<file path="config.mk">
export PLATFORM = sky130hd
export DESIGN_NAME = clipped_rect_fill_engine
export DESIGN_NICKNAME = d
export VERILOG_FILES = /design/src/sv/crfe_pkg.sv /design/src/sv/clipped_rect_fill_engine.sv /design/src/sv/crfe_ctrl.sv /design/src/sv/crfe_datapath.sv
export SDC_FILE = /design/constraint.sdc
export NUM_CORES = 2
export LEC_CHECK = 0
export BUFFER_PORTS_ARGS = -buffer_cell sky130_fd_sc_hd__buf_2
export CORE_MARGIN = 2
export CORE_UTILIZATION = 45
export CTS_CLUSTER_DIAMETER = 120
export DETAILED_ROUTE_END_ITERATION = 8
export MAX_ROUTING_LAYER = met4
export PLACE_DENSITY = 0.7
export SYNTH_ARGS = -nofsm -noshare
export SYNTH_HDL_FRONTEND = slang
export SYNTH_HIERARCHICAL = 1
export SYNTH_SLANG_ARGS = --single-unit
export TNS_END_PERCENT = 50
</file>
<file path="constraint.sdc">
create_clock -name i_clk -period 18.91 [get_ports i_clk]
set_clock_uncertainty 0.1 [all_clocks]
set_input_delay 1.891 -clock i_clk [delete_from_list [all_inputs] [get_ports i_clk]]
set_output_delay 1.891 -clock i_clk [all_outputs]
set_load 0.05 [all_outputs]
</file>
<file path="src/sv/crfe_pkg.sv">
// ----------------------------------------------------------------------------
// crfe_pkg
// Shared types and constants of the clipped rectangle fill engine.
// ----------------------------------------------------------------------------
package crfe_pkg;

    localparam int CoordW  = 16;
    localparam int ScreenW = 13;
    localparam int StrideW = 16;
    localparam int AddrW   = 32;
    localparam int DataW   = 32;
    localparam int BytesW  = 3;
    localparam int ColOffW = 15;
    localparam int CfgIdxW = 3;

    localparam logic [CfgIdxW-1:0] REG_SCREEN_WIDTH  = 3'd0;
    localparam logic [CfgIdxW-1:0] REG_SCREEN_HEIGHT = 3'd1;
    localparam logic [CfgIdxW-1:0] REG_PIXEL_FORMAT  = 3'd2;
    localparam logic [CfgIdxW-1:0] REG_LINE_STRIDE   = 3'd3;
    localparam logic [CfgIdxW-1:0] REG_BUFFER_BASE   = 3'd4;

    localparam logic [1:0] FMT_UNKNOWN  = 2'd0;
    localparam logic [1:0] FMT_RGB565   = 2'd1;
    localparam logic [1:0] FMT_RGB888   = 2'd2;
    localparam logic [1:0] FMT_RGBA8888 = 2'd3;

    localparam logic ACT_FILL    = 1'b0;
    localparam logic ACT_ADVANCE = 1'b1;

    localparam logic [7:0] MASK_565_RB = 8'hF8;
    localparam logic [7:0] MASK_565_G  = 8'hFC;
    localparam logic [7:0] ALPHA_OPAQUE = 8'd255;

    typedef enum logic [1:0] {
        ST_IDLE,
        ST_CLIP,
        ST_ADDR,
        ST_RUN
    } t_state;

    typedef struct packed {
        logic cfg_en;
        logic load_cmd;
        logic clip;
        logic calc_addr;
        logic step;
        logic out_load_pix;
        logic out_load_err;
    } t_dp_cmd;

    typedef struct packed {
        logic drop;
        logic fmt_bad;
        logic empty;
        logic last;
    } t_dp_stat;

endpackage

</file>
<file path="src/sv/clipped_rect_fill_engine.sv">
// ----------------------------------------------------------------------------
// clipped_rect_fill_engine
// Clipped rectangle fill engine producing one framebuffer pixel write per advance item.
// ----------------------------------------------------------------------------
// A fill item is taken in the idle state and then holds the input off while
// the clip state orders and clips the corners and the address state forms the
// start address with the stride-times-row multiplier; a fill that is dropped,
// clips to nothing or meets an unknown pixel format returns to idle from the
// clip state instead. The unknown format yields one error item at that point
// unless the fill is also dropped, since the drop check wins. During a
// run each advance item yields one pixel write in the following cycle, and one
// advance item is accepted per cycle as long as the receiver takes each write;
// a write that still waits holds the input back. A fill item that arrives
// during a run is consumed and ignored, as is an advance item while idle.
// Configuration writes are held off during command setup, take effect only
// while idle and are consumed and ignored during a run.
module clipped_rect_fill_engine import crfe_pkg::*; #(
    parameter int MAX_SCREEN = 4096
) (
    input  logic                     i_clk,
    input  logic                     i_rst_n,
    input  logic                     i_cfg_valid,
    output logic                     o_cfg_ready,
    input  logic [CfgIdxW-1:0]       i_cfg_index,
    input  logic [DataW-1:0]         i_cfg_data,
    input  logic                     i_in_valid,
    output logic                     o_in_ready,
    input  logic                     i_action,
    input  logic signed [CoordW-1:0] i_corner_x1,
    input  logic signed [CoordW-1:0] i_corner_y1,
    input  logic signed [CoordW-1:0] i_corner_x2,
    input  logic signed [CoordW-1:0] i_corner_y2,
    input  logic [7:0]               i_red,
    input  logic [7:0]               i_green,
    input  logic [7:0]               i_blue,
    output logic                     o_out_valid,
    input  logic                     i_out_ready,
    output logic [AddrW-1:0]         o_write_address,
    output logic [DataW-1:0]         o_write_data,
    output logic [BytesW-1:0]        o_write_bytes,
    output logic                     o_last_write,
    output logic                     o_format_error
);

    t_dp_cmd  cmd;
    t_dp_stat stat;

    crfe_ctrl u_ctrl (
        .i_clk       (i_clk),
        .i_rst_n     (i_rst_n),
        .i_in_valid  (i_in_valid),
        .o_in_ready  (o_in_ready),
        .i_action    (i_action),
        .o_out_valid (o_out_valid),
        .i_out_ready (i_out_ready),
        .i_cfg_valid (i_cfg_valid),
        .o_cfg_ready (o_cfg_ready),
        .i_stat      (stat),
        .o_cmd       (cmd)
    );

    crfe_datapath #(
        .MAX_SCREEN (MAX_SCREEN)
    ) u_datapath (
        .i_clk           (i_clk),
        .i_cfg_index     (i_cfg_index),
        .i_cfg_data      (i_cfg_data),
        .i_rst_n         (i_rst_n),
        .i_cmd           (cmd),
        .o_stat          (stat),
        .i_corner_x1     (i_corner_x1),
        .i_corner_y1     (i_corner_y1),
        .i_corner_x2     (i_corner_x2),
        .i_corner_y2     (i_corner_y2),
        .i_red           (i_red),
        .i_green         (i_green),
        .i_blue          (i_blue),
        .o_write_address (o_write_address),
        .o_write_data    (o_write_data),
        .o_write_bytes   (o_write_bytes),
        .o_last_write    (o_last_write),
        .o_format_error  (o_format_error)
    );

endmodule

</file>
<file path="src/sv/crfe_ctrl.sv">
// ----------------------------------------------------------------------------
// crfe_ctrl
// Sequencer of the fill engine: command setup, pixel run and output handshake.
// ----------------------------------------------------------------------------
module crfe_ctrl import crfe_pkg::*; (
    input  logic     i_clk,
    input  logic     i_rst_n,
    input  logic     i_in_valid,
    output logic     o_in_ready,
    input  logic     i_action,
    output logic     o_out_valid,
    input  logic     i_out_ready,
    input  logic     i_cfg_valid,
    output logic     o_cfg_ready,
    input  t_dp_stat i_stat,
    output t_dp_cmd  o_cmd
);

    t_state r_state;
    t_state n_state;
    logic   r_out_valid;
    logic   n_out_valid;
    logic   out_free;
    logic   in_fire;

    assign out_free    = !r_out_valid || i_out_ready;
    assign o_out_valid = r_out_valid;
    assign in_fire     = i_in_valid && o_in_ready;
    assign o_cfg_ready = (r_state == ST_IDLE) || (r_state == ST_RUN);

    always_ff @(posedge i_clk) begin
        if (!i_rst_n) begin
            r_state     <= ST_IDLE;
            r_out_valid <= 1'b0;
        end else begin
            r_state     <= n_state;
            r_out_valid <= n_out_valid;
        end
    end

    always_comb begin
        n_state    = r_state;
        o_cmd      = '0;
        o_in_ready = 1'b0;
        o_cmd.cfg_en = i_cfg_valid && (r_state == ST_IDLE);
        case (r_state)
            ST_IDLE: begin
                o_in_ready = out_free;
                if (in_fire && (i_action == ACT_FILL)) begin
                    o_cmd.load_cmd = 1'b1;
                    n_state        = ST_CLIP;
                end
            end
            ST_CLIP: begin
                if (i_stat.drop) begin
                    n_state = ST_IDLE;
                end else if (i_stat.fmt_bad) begin
                    o_cmd.out_load_err = 1'b1;
                    n_state            = ST_IDLE;
                end else if (i_stat.empty) begin
                    n_state = ST_IDLE;
                end else begin
                    o_cmd.clip = 1'b1;
                    n_state    = ST_ADDR;
                end
            end
            ST_ADDR: begin
                o_cmd.calc_addr = 1'b1;
                n_state         = ST_RUN;
            end
            ST_RUN: begin
                o_in_ready = out_free;
                if (in_fire && (i_action == ACT_ADVANCE)) begin
                    o_cmd.out_load_pix = 1'b1;
                    o_cmd.step         = 1'b1;
                    if (i_stat.last) begin
                        n_state = ST_IDLE;
                    end
                end
            end
            default: begin
                n_state = ST_IDLE;
            end
        endcase
    end

    always_comb begin
        n_out_valid = r_out_valid;
        if (o_cmd.out_load_pix || o_cmd.out_load_err) begin
            n_out_valid = 1'b1;
        end else if (i_out_ready) begin
            n_out_valid = 1'b0;
        end
    end

endmodule

</file>
<file path="src/sv/crfe_datapath.sv">
// ----------------------------------------------------------------------------
// crfe_datapath
// Settings, clipping, start address, pixel counters and the output register.
// ----------------------------------------------------------------------------
module crfe_datapath import crfe_pkg::*; #(
    parameter int MAX_SCREEN = 4096
) (
    input  logic                     i_clk,
    input  logic [CfgIdxW-1:0]       i_cfg_index,
    input  logic [DataW-1:0]         i_cfg_data,
    input  logic                     i_rst_n,
    input  t_dp_cmd                  i_cmd,
    output t_dp_stat                 o_stat,
    input  logic signed [CoordW-1:0] i_corner_x1,
    input  logic signed [CoordW-1:0] i_corner_y1,
    input  logic signed [CoordW-1:0] i_corner_x2,
    input  logic signed [CoordW-1:0] i_corner_y2,
    input  logic [7:0]               i_red,
    input  logic [7:0]               i_green,
    input  logic [7:0]               i_blue,
    output logic [AddrW-1:0]         o_write_address,
    output logic [DataW-1:0]         o_write_data,
    output logic [BytesW-1:0]        o_write_bytes,
    output logic                     o_last_write,
    output logic                     o_format_error
);

    localparam int ScreenMax = (1 << ScreenW) - 1;
    localparam int RowProdW  = StrideW + ScreenW;
    localparam logic [ScreenW-1:0] ScreenCap =
        (MAX_SCREEN > ScreenMax) ? ScreenW'(ScreenMax) : ScreenW'(MAX_SCREEN);

    logic [ScreenW-1:0]        r_screen_width;
    logic [ScreenW-1:0]        r_screen_height;
    logic [1:0]                r_pixel_format;
    logic [StrideW-1:0]        r_line_stride;
    logic [AddrW-1:0]          r_buffer_base;

    logic signed [CoordW-1:0]  r_x1, r_y1, r_x2, r_y2;
    logic [7:0]                r_red, r_green, r_blue;

    logic [ScreenW-1:0]        r_start_col, r_start_row;
    logic [ScreenW-1:0]        r_span_cols, r_span_rows;
    logic [ScreenW-1:0]        r_col_idx, r_row_idx;
    logic [ColOffW-1:0]        r_col_off;
    logic [AddrW-1:0]          r_row_addr;
    logic [DataW-1:0]          r_pixel_word;
    logic [BytesW-1:0]         r_bytes;

    logic [ScreenW-1:0]        sat_w, sat_h;
    logic signed [CoordW:0]    w_s, h_s;
    logic signed [CoordW:0]    min_x, max_x, min_y, max_y;
    logic signed [CoordW:0]    clip_min_x, clip_max_x, clip_min_y, clip_max_y;
    logic signed [CoordW:0]    span_x, span_y;
    logic [BytesW-1:0]         fmt_bytes;
    logic [DataW-1:0]          fmt_word;
    logic [AddrW-1:0]          row_term;
    logic [ColOffW-1:0]        col_term;
    logic                      row_end;

    always_ff @(posedge i_clk) begin
        if (!i_rst_n) begin
            r_screen_width  <= '0;
            r_screen_height <= '0;
            r_pixel_format  <= FMT_UNKNOWN;
            r_line_stride   <= '0;
            r_buffer_base   <= '0;
        end else if (i_cmd.cfg_en) begin
            case (i_cfg_index)
                REG_SCREEN_WIDTH:  r_screen_width  <= i_cfg_data[ScreenW-1:0];
                REG_SCREEN_HEIGHT: r_screen_height <= i_cfg_data[ScreenW-1:0];
                REG_PIXEL_FORMAT:  r_pixel_format  <= i_cfg_data[1:0];
                REG_LINE_STRIDE:   r_line_stride   <= i_cfg_data[StrideW-1:0];
                REG_BUFFER_BASE:   r_buffer_base   <= i_cfg_data[AddrW-1:0];
                default: begin
                end
            endcase
        end
    end

    always_comb begin
        sat_w = (r_screen_width > ScreenCap) ? ScreenCap : r_screen_width;
        sat_h = (r_screen_height > ScreenCap) ? ScreenCap : r_screen_height;
        w_s   = $signed({{(CoordW + 1 - ScreenW){1'b0}}, sat_w});
        h_s   = $signed({{(CoordW + 1 - ScreenW){1'b0}}, sat_h});

        min_x = (r_x1 < r_x2) ? (CoordW + 1)'(r_x1) : (CoordW + 1)'(r_x2);
        max_x = (r_x1 < r_x2) ? (CoordW + 1)'(r_x2) : (CoordW + 1)'(r_x1);
        min_y = (r_y1 < r_y2) ? (CoordW + 1)'(r_y1) : (CoordW + 1)'(r_y2);
        max_y = (r_y1 < r_y2) ? (CoordW + 1)'(r_y2) : (CoordW + 1)'(r_y1);

        clip_min_x = (min_x < 0) ? '0 : min_x;
        clip_min_y = (min_y < 0) ? '0 : min_y;
        clip_max_x = (max_x >= w_s) ? (w_s - (CoordW + 1)'(1)) : max_x;
        clip_max_y = (max_y >= h_s) ? (h_s - (CoordW + 1)'(1)) : max_y;
        span_x     = clip_max_x - clip_min_x + (CoordW + 1)'(1);
        span_y     = clip_max_y - clip_min_y + (CoordW + 1)'(1);

        o_stat.drop    = (min_x >= w_s) || (min_y >= h_s) || (max_x < 0) || (max_y < 0);
        o_stat.empty   = (clip_max_x < clip_min_x) || (clip_max_y < clip_min_y);

        o_stat.fmt_bad = 1'b0;
        case (r_pixel_format)
            FMT_RGB565: begin
                fmt_bytes = 3'd2;
                fmt_word  = {16'd0, r_blue[7:3] & MASK_565_RB[7:3],
                             r_green[7:2] & MASK_565_G[7:2], r_red[7:3]};
            end
            FMT_RGB888: begin
                fmt_bytes = 3'd3;
                fmt_word  = {8'd0, r_blue, r_green, r_red};
            end
            FMT_RGBA8888: begin
                fmt_bytes = 3'd4;
                fmt_word  = {ALPHA_OPAQUE, r_blue, r_green, r_red};
            end
            default: begin
                fmt_bytes      = '0;
                fmt_word       = '0;
                o_stat.fmt_bad = 1'b1;
            end
        endcase

        row_end     = ({1'b0, r_col_idx} + 1'b1) >= {1'b0, r_span_cols};
        o_stat.last = row_end && (({1'b0, r_row_idx} + 1'b1) >= {1'b0, r_span_rows});

        row_term = AddrW'(RowProdW'(r_line_stride) * RowProdW'(r_start_row));
        col_term = ColOffW'(r_start_col) * ColOffW'(r_bytes);
    end

    always_ff @(posedge i_clk) begin
        if (i_cmd.load_cmd) begin
            r_x1    <= i_corner_x1;
            r_y1    <= i_corner_y1;
            r_x2    <= i_corner_x2;
            r_y2    <= i_corner_y2;
            r_red   <= i_red;
            r_green <= i_green;
            r_blue  <= i_blue;
        end
        if (i_cmd.clip) begin
            r_start_col  <= clip_min_x[ScreenW-1:0];
            r_start_row  <= clip_min_y[ScreenW-1:0];
            r_span_cols  <= span_x[ScreenW-1:0];
            r_span_rows  <= span_y[ScreenW-1:0];
            r_bytes      <= fmt_bytes;
            r_pixel_word <= fmt_word;
        end
        if (i_cmd.calc_addr) begin
            r_row_addr <= r_buffer_base + row_term + AddrW'(col_term);
            r_col_idx  <= '0;
            r_row_idx  <= '0;
            r_col_off  <= '0;
        end else if (i_cmd.step) begin
            if (row_end) begin
                r_col_idx  <= '0;
                r_col_off  <= '0;
                r_row_idx  <= r_row_idx + 1'b1;
                r_row_addr <= r_row_addr + AddrW'(r_line_stride);
            end else begin
                r_col_idx <= r_col_idx + 1'b1;
                r_col_off <= r_col_off + ColOffW'(r_bytes);
            end
        end
    end

    always_ff @(posedge i_clk) begin
        if (i_cmd.out_load_pix) begin
            o_write_address <= r_row_addr + AddrW'(r_col_off);
            o_write_data    <= r_pixel_word;
            o_write_bytes   <= r_bytes;
            o_last_write    <= o_stat.last;
            o_format_error  <= 1'b0;
        end else if (i_cmd.out_load_err) begin
            o_write_address <= '0;
            o_write_data    <= '0;
            o_write_bytes   <= '0;
            o_last_write    <= 1'b0;
            o_format_error  <= 1'b1;
        end
    end

endmodule
</file>
# Yosys cells after proc, flatten, opt, wreduce, memory -nomap -nowiden
# Index checks and enable logic that the tools add are counted.
# word_totals
regBits,396
latchBits,0
ramBits,0
romBits,0
inputBits,129
out_inout_bits,72
word_cells,151
mem_count,0
# classes
n_addsub,15
multipliers,2
div_mod_pow,0
order_cmp,16
eq_ne,13
shifts,0
muxes,46
bitwise,1
reduce_logical,29
# op_table
cell,count
$mux 32,6
$mux 17,8
$pmux 32 s3,1
$ge 17x14->1,4
$lt 17x1->1 const B,4
$add 32x15->32,2
$mux 13,3
$lt 17x17->1,2
$add 32x16->32,1
$add 32x29->32,1
$lt 16x16->1,2
$mul 16x13->29,1
$add 13x1->14 const B,2
$ge 14x13->1,2
$sub 13x1->14 const B,2
$add 13x1->13 const B,2
$add 13x2->13 const B,2
$gt 13x13->1 const B,2
$sub 13x13->13,2
$mux 2,8
$add 15x3->15,1
$mul 13x3->15,1
$mux 1,15
$mux 15,1
20 further kinds,47

# Logic depth before layout (Yosys ltp)
# logic_depth
ltp_word,10
ltp_mapped,36
depth_no_buf,34

# Cells and area by module
# Netlist, hierarchy kept.
# modules_own_cells
module,instances,cells_per_inst,area_each_um2,seq_area_each_um2
crfe_datapath,1,3281,31335.1,10139.7
crfe_ctrl,1,34,307.8,60.1

# Worst setup path before layout
# Ideal clock, no wire load.
# synth_timing
path_type,register -> register
from,register u_datapath.r_y1[15]
to,register u_datapath.r_bytes[0] (enable)
setup_time_ps,741
arrival_time_ps,13700
required_time_ps,18069
slack_ps,4368
path_stages_with_launch,29
n_path_buf,3
period_less_slack_ps,14542
path_cell_list,edfxtp_1 ha_1 nand4_1 nor4_1 nand2_1 o21ai_1 mux2_2 buf_4 buf_2 a21oi_1 inv_1 ha_1 a21o_1 a21o_1 a211oi_1 o21ai_0 a221o_1 o21ai_1 buf_4 mux2_1 ha_1 o21a_1 o211ai_1 a21oi_1 nor2_1 o21a_1 a211oi_1 nand4_1 nor4b_1
# synth_rtl
element,line,source
"start, declared",crfe_datapath.sv:39,"logic signed [CoordW-1:0] r_x1, r_y1, r_x2, r_y2;"
"start signal, assigned",crfe_datapath.sv:134,r_y1 <= i_corner_y1;
"end signal, assigned",crfe_datapath.sv:146,r_bytes <= fmt_bytes;
"end, declared",crfe_datapath.sv:48,logic [BytesW-1:0] r_bytes;

# Worst setup path after layout
# layout_timing
from,register u_datapath.r_bytes[1]
to,register u_datapath.r_row_addr[30] (data pin)
# layout_between
elab_chain_len,3
# layout_rtl
element,line,source
$mul 13x3->15,crfe_datapath.sv:128,col_term = ColOffW'(r_start_col) * ColOffW'(r_bytes);
$add 32x15->32,crfe_datapath.sv:150,r_row_addr <= r_buffer_base + row_term + AddrW'(col_term);
$mux 32,crfe_datapath.sv:149,if (i_cmd.calc_addr) begin
"end signal, assigned",crfe_datapath.sv:150,
"end signal, assigned",crfe_datapath.sv:159,r_row_addr <= r_row_addr + AddrW'(r_line_stride);
"end, declared",crfe_datapath.sv:46,logic [AddrW-1:0] r_row_addr;
# Every way passes these cells.
# A chain may end at the register's enable or synchronous reset.

==> qor.csv <==
metric;value;unit
status;complete, no violations;
fin_total_pwr;2778;uW
hold_end;u_datapath/r_buffer_base[26];
dieArea;72460;um^2
yosys.area.top_type;edfxtp_1;
post-route-period-util;46.24;%
async_reset_ff_share;0;%
die-width;269.2;um
worst_path_most_repeated_cell;fa_1;
setup_ws;10.17;ns
mostFrequentLayoutCells;nand2_1 (475), inv_1 (426), ha_1 (317), edfxtp_1 (259), fa_1 (222);
root_buffer;clkbuf_16;
criticalPathCategory;reg -> reg;
ys_seq_elements;380;
synth_edf_count;259;
track_usage;21.66;%
grt_max_degree;82;
cts_buffer_depth;3;
cts_setup_buffers;0;
rows;97;
rrSetupSlack;10.17;ns
cp-start-kind;flop;
worstPathRequired;19.15;ns
cts_resized;0;
routabilityCongestion;0.8838;
first_pass_iters;7;
ys_types;87;
path_clk_slew;0.06;ns
synth.avg_cell_area;9.545;um^2
worst_pin_slew;1.108;ns
setup_tns;0;ns
yosys-top-cells-area;edfxtp_1 (25%), fa_1 (14%), ha_1 (13%), dfxtp_1 (7.7%), nand2_1 (5.6%);
setup_viol;0;
viasPerCell;5.265;
grt_overflow;0;
grt_pass1_wl;123100;um
yosys.area.top_type_share;24.58;%
core;69790;um^2
yosysSeqAreaShare;32.23;%
regToRegEndpoint;u_datapath/r_row_addr[30];
finalWirelength;75650;um
fillers;6413;
r2r_cells;33;
r2r-start;u_datapath/r_bytes[1];
drc_errors;0;
synth_cells;3315;
insertion_delay;0.62;ns
place_hpwl;57690;um
ir_drop;0.07722;mV
min_period;8.744;ns
htreeDepth;2;
ys_warn_count;6;
slew_violations;0;
drt_iter0_drc;1623;
cp.arrival;8.99;ns
max_cap_viol_count;0;
areaGrowthSynthToFinish;10.68;%
num_io_pins;201;
die_h;269.2;um
rsz0062_at_grt;no;
numCtsBuffers;46;
slew_headroom;25.85;%
antenna_left;0;
routedWlPerCell;17.02;um
fin_cells;4444;
total_leakage_power;0.01589;uW
dr_total_vias;23396;
power_density;79.33;nW/um^2
initial_core_util;45.34;%
pre_cts_slack;10.15;ns
hold_path_depth;2;
antenna_found_initial;10;
ys.flop_type;edfxtp_1;
numPortBuffers;200;
nNetsFinal;4126;
fmax;114.4;MHz
cp_slowest_stage_delay;0.68;ns
holdBufCountCts;0;
synth_area;31640;um^2
slowest_stage;edfxtp_1;
dpl.cell_count;4349;
synth_nets;3984;
cp-end-kind;flop;
tritoncts;built;
critPathMaxFanout;16;
layout_commonest_cell;nand2_1;
worstHoldStart;u_datapath/r_buffer_base[26];
finalHoldViolations;0;
drive_above_1_share;9.843;%
grt_pass1_vias;23399;
hp-class;reg -> reg;
clkSinkCount;380;
kinds of logic after synthesis:
logic type / synth area share, %
and+or+nand+nor: 16.07
buffers and inverters: 6.924
AOI/OAI and AO/OA: 11.24
adders and majority gates: 26.62
DFF: 32.23
xor gates and xnor gates: 3.792
muxes: 3.128
flip-flops by register name (all words and copies together), names as in the netlist, 15 cells and up, named ones only:
| signal | cells |
|---|---|
| u_datapath/r_y2 | 16 |
| u_datapath/r_x1 | 16 |
| u_datapath/r_pixel_word | 25 |
| u_datapath/r_y1 | 16 |
| u_datapath/r_col_off | 15 |
| u_datapath/r_buffer_base | 32 |
| u_datapath/r_x2 | 16 |
| u_datapath/r_line_stride | 16 |
| u_datapath/o_write_data | 25 |
| u_datapath/r_row_addr | 32 |
| u_datapath/o_write_address | 32 |
per-stage QoR:
| step | util (%) | hold WS (ns) | cell area, um^2 |
|---|---|---|---|
| 3_5_place_dp | 47.92 | 0.3603 | 33440 |
| 5_1_grt | 50.19 | 0.3895 | 35020 |
| 3_3_place_gp | 47.92 | 0.3534 | 33440 |
| 6_report | 50.19 | 0.3670 | 35020 |
| 2_1_floorplan | - | 0.3435 | 31640 |
| 4_1_cts | 50.15 | 0.3659 | 35000 |
critical path, delay by kind of cell (launching register included):
family	cells	cell delay [ns]
AO/OA/AOI/OAI	13	2.67
XOR/XNOR	1	0.14
adder cells (fa/ha/maj)	10	4.30
buffers and inverters	7	0.36
flip-flops	1	0.68
AND/OR/NAND/NOR	2	0.20
cell type report:
cell class	count	area [um^2]	area share, %
clock buffer	62	1251	3.573
timing repair buffer	218	1136	3.244
antenna	9	22.52	0.06431
clock inverter	24	304.0	0.8681
inverter	439	1648	4.705
sequential	380	10200	29.12
tap	940	1176	3.358
multi-input combinational	2372	19280	55.06
Yosys cell counts (21+ instances only):
cell type / instances
nand2_1: 476
inv_1: 426
ha_1: 318
edfxtp_1: 259
fa_1: 222
nor2_1: 188
a21oi_1: 132
dfxtp_1: 121
and2_1: 108
clkbuf_1: 91
xor2_1: 77
o21ai_0: 67
a21boi_0: 65
mux2i_1: 64
xnor2_1: 60
nand3_1: 46
a21o_1: 42
o21ai_1: 42
nor3_1: 38
and3_1: 32
mux2_1: 25
o21a_1: 25
nor2b_1: 21
worst max-delay path by stage:
stage                                     start                        end  cells past startpoint
after floorplan             u_datapath/r_y1[15]      u_datapath/r_bytes[0]                     28
after global placement    u_datapath/r_bytes[1]  u_datapath/r_row_addr[30]                     34
after detailed placement  u_datapath/r_bytes[1]  u_datapath/r_row_addr[30]                     33
after CTS                 u_datapath/r_bytes[1]  u_datapath/r_row_addr[30]                     33
after global routing      u_datapath/r_bytes[1]  u_datapath/r_row_addr[30]                     34
final                     u_datapath/r_bytes[1]  u_datapath/r_row_addr[30]                     33
where the power goes:
group	internal, uW	switching, uW	total [uW]
combinational	376	515	891
sequential	958	25.2	983
clock	528	377	904
total	1860	917	2780
layer usage:
metal / global-route usage (%) / share of wire (%) / vias up
li1: - / - / 11478
met1: 28.98 / 46 / 11186
met2: 33.19 / 45 / 626
met3: 4.435 / 6.5 / 106
met4: 6.395 / 2.8 / 0
met5: - / 0 / -
No activity file was read; power rests on OpenSTA's default activity.
